$ cat src/hw/rtl/hfvt_pkg.sv
// shared types and constants of the heavy flow vote table
package hfvt_pkg;

	localparam int NUM_BUCKETS_DEF = 1024;
	localparam int VOTE_BITS_DEF   = 32;

	localparam int FUNC_W   = 1;
	localparam int IDX_W    = 10;
	localparam int KEY_HI_W = 40;
	localparam int KEY_LO_W = 64;
	localparam int CNT_W    = 32;
	localparam int LAMBDA_W = 8;

	localparam logic [LAMBDA_W-1:0] LAMBDA_RESET = 8'd8;

	localparam logic [FUNC_W-1:0] FUNC_UPDATE = 1'b0;
	localparam logic [FUNC_W-1:0] FUNC_QUERY  = 1'b1;

	typedef struct packed {
		logic clr_we;
		logic load;
		logic rd;
		logic ex;
	} ctrl_cmd_t;

	typedef struct packed {
		logic clr_last;
	} ctrl_sts_t;

endpackage

$ cat src/hw/rtl/hfvt_ctrl.sv
// sequencer: clearing pass, item accept, bucket read and execute
module hfvt_ctrl (
	input  logic                 clk,
	input  logic                 arst_n,
	input  logic                 start,
	input  hfvt_pkg::ctrl_sts_t  sts,
	output hfvt_pkg::ctrl_cmd_t  cmd,
	output logic                 busy
);
	import hfvt_pkg::*;

	localparam logic [1:0] ST_CLEAR = 2'd0;
	localparam logic [1:0] ST_IDLE  = 2'd1;
	localparam logic [1:0] ST_READ  = 2'd2;
	localparam logic [1:0] ST_EXEC  = 2'd3;

	logic [1:0] state_q;
	logic [1:0] state_d;
	logic       accept;

	assign busy   = (state_q == ST_CLEAR) || (state_q == ST_READ);
	assign accept = start && !busy;

	always_comb begin
		cmd        = '0;
		cmd.load   = accept;
		cmd.clr_we = (state_q == ST_CLEAR);
		cmd.rd     = (state_q == ST_READ);
		cmd.ex     = (state_q == ST_EXEC);
		state_d    = state_q;
		case (state_q)
			ST_CLEAR: begin
				if (sts.clr_last) begin
					state_d = ST_IDLE;
				end
			end
			ST_IDLE: begin
				if (accept) begin
					state_d = ST_READ;
				end
			end
			ST_READ: begin
				state_d = ST_EXEC;
			end
			ST_EXEC: begin
				// next transaction may enter while this one writes back
				state_d = accept ? ST_READ : ST_IDLE;
			end
			default: begin
				state_d = ST_IDLE;
			end
		endcase
	end

	always_ff @(posedge clk or negedge arst_n) begin
		if (!arst_n) begin
			state_q <= ST_CLEAR;
		end else begin
			state_q <= state_d;
		end
	end

endmodule

$ cat config.mk
export PLATFORM = sky130hd
export DESIGN_NAME = hfvt_ctrl
export DESIGN_NICKNAME = d
export VERILOG_FILES = /design/src/hw/rtl/hfvt_pkg.sv /design/src/hw/rtl/hfvt_ctrl.sv
export SDC_FILE = /design/constraint.sdc
export NUM_CORES = 1
export LEC_CHECK = 0
export BUFFER_PORTS_ARGS = -buffer_cell sky130_fd_sc_hd__buf_2
export CAP_MARGIN = 20
export CORE_AREA = 8 8 45 47
export DETAILED_ROUTE_END_ITERATION = 8
export DIE_AREA = 0 0 53 55
export PLACE_DENSITY = 0.3
export RECOVER_POWER = 25
export SYNTH_ARGS = -nofsm -noshare
export SYNTH_HDL_FRONTEND = slang
export SYNTH_SLANG_ARGS = --single-unit
$ cat constraint.sdc
create_clock -name clk -period 1.8 [get_ports clk]
set_input_delay 0.27 -clock clk [delete_from_list [all_inputs] [get_ports clk]]
set_output_delay 0.27 -clock clk [all_outputs]
set_load 0.01 [all_outputs]
==> impl_results.md <==
* Worst skew pair latency at 230 ps
* Reg-to-reg startpoint: state_q[0]
* Slew HR at 0.887
* Slew Viols, Final at 0
* PwrDens at 1170 nW/um^2
* Avg Inst Size Synth at 9.33 um^2
* Most flop-heavy register: state_q
* Commonest non-fill, non-tap cell in the layout: buf_2
* Via Count at 109
* Hold Crit Depth at 3
* Critical path startpoint category: register
* Synth warnings at 0
* Multi-input logic area at 41.3 um^2
* Worst min-delay path category: in2reg
* DRT antenna net count at 0
* Critical Path Start: state_q[0]
* Tightest Pin Transition at 170 ps
* Die Wd at 53 um
* Largest net degree at the start of global routing at 7
* Worst Setup Path Type: reg2out
* Antenna violations before repair at 0
* Cell row count at 14
* Placed instance area at 155 um^2
* Drt total wl at 337 um
* Final Hold Viols at 0
* Worst-path clk slew at 30 ps
* Die Y at 55 um
* CTS tree: done
* Top Ports at 9
* Total CTS buffers at 3
* Max FFs per register at 2
* Nets at 28
* Power Total at 218 uW
* Synthesis-stage register bit count at 2
* Fillers at 158
* CTS Buffer Depth at 2
* DP Worst Slack at 785 ps
* Gr ovfl total at 0
* WL/cell at 8.87 um
* Hold_buf cts at 1
* Most frequent cells in the layout: 7 x buf_2, 3 x clkbuf_4, 2 x nor2_1, 2 x dfrtp_1
* Fin crit period at 1240 ps
* # diodes at 0
* Vias in the first global route at 126
* Filler-free cell count of the finished design at 38
* Max cap viols at 0
* Syn-to-layout area delta at 81.7%
* Core area at 1380 um^2
* IO Port Bufs at 8
* Total track usage at 0.0334
* Unique masters post-synth at 9
* Clk sinks at 2
* CTS root buf: clkbuf_4
* Leak at 0.0000980 uW
* Final Worst Setup Slack at 556 ps
* RSZ-0062 raised after global routing: false
* Largest registers: state_q: 2 flops
* Die area at 2920 um^2
* Period utilization at 0.691
* H-tree Lvls at 1
* Worst Setup End Kind: output pin
* DR iter-0 viols at 4
* Initial Util at 0.0741
* Reg area at 50.0 um^2
* Data required time of the worst path at 1530 ps
* GP Congestion at 0.566
* Peak supply drop at 171 uV
* Hold_sp: sts
* Vias per cell at 2.87
* Worst-case clock skew at 2.19 ps
* Arr. time, crit path at 970 ps
* Count of final setup violators at 0
* Outcome: finished clean
* First-pass GRT wire length at 607 um
* Fmax at 804 MHz
* Synth Net Count at 15
* Syn Inst Count at 11
* Layout cells sized above 1 at 0.545
* # Post-CTS Setup Buffers at 0
* Drt drc at 0
* Fin Setup TNS at 0 ps
* Post-synthesis sequential area ratio at 0.488
* Area of the mapped netlist at 103 um^2
* Post-Place Cells at 34
* Cts repair resizes at 0
* Final Cell Area at 186 um^2
* CP max FO at 6
* DR pass1 iterations at 2
* Worst R2R Path Depth at 2
-- stage by stage --
stage / hold WS [ps] / util
final: 271 / 0.135
after global routing: 290 / 0.135
after CTS: 264 / 0.136
after detailed placement: 56.4 / 0.112
after global placement: 57.5 / 0.112
after floorplan: -25.6 / -
-- metal layers --
metal	up-vias	GRT usage	wire length, um
li1	56	-	-
met2	11	0.0195	74
met5	-	0	0
met1	42	0.0381	161
met4	0	0.0259	0
met3	0	0.0535	100
-- cells by family after synthesis --
| group | synth area share |
|---|---|
| flip-flops | 0.488 |
| AND/OR/NAND/NOR | 0.403 |
| buffers and inverters | 0.110 |
-- where the power goes --
group | internal (uW) | switching [uW]
clock | 73.7 | 26.7
sequential | 53.7 | 9.83
combinational | 28.5 | 26.0
-- critical path: stages (launching register included) --
cell	delay [ps]
dfrtp_1	420
and2_2	200
buf_2	130
-- final cells by class --
class,instances,share of cell area
tap,16,0.107
multi-input combinational,7,0.221
sequential,2,0.268
clock buffer,3,0.121
inverter,1,0.0201
timing repair buffer,9,0.262
-- path summary, 6_finish.rpt --
kind	endpoint	slack, ps
worst max-delay path	cmd[0]	560
worst min register to register	state_q[0]	550
max in group asynchronous	state_q[0]	1300
worst min-delay path	state_q[0]	270
min in group asynchronous	state_q[1]	380
worst max register to register	state_q[1]	880
-- synthesized netlist by cell type --
master   count  area (um^2)
nor3_1       1         5.00
dfrtp_1      2         50.1
nor2b_1      1         6.26
and2_4       1         8.76
or2_1        1         6.26
inv_1        1         3.75
and2_2       1         7.51
buf_4        1         7.51
nor2_1       2         7.51
Power figures use the tool's default switching activity.
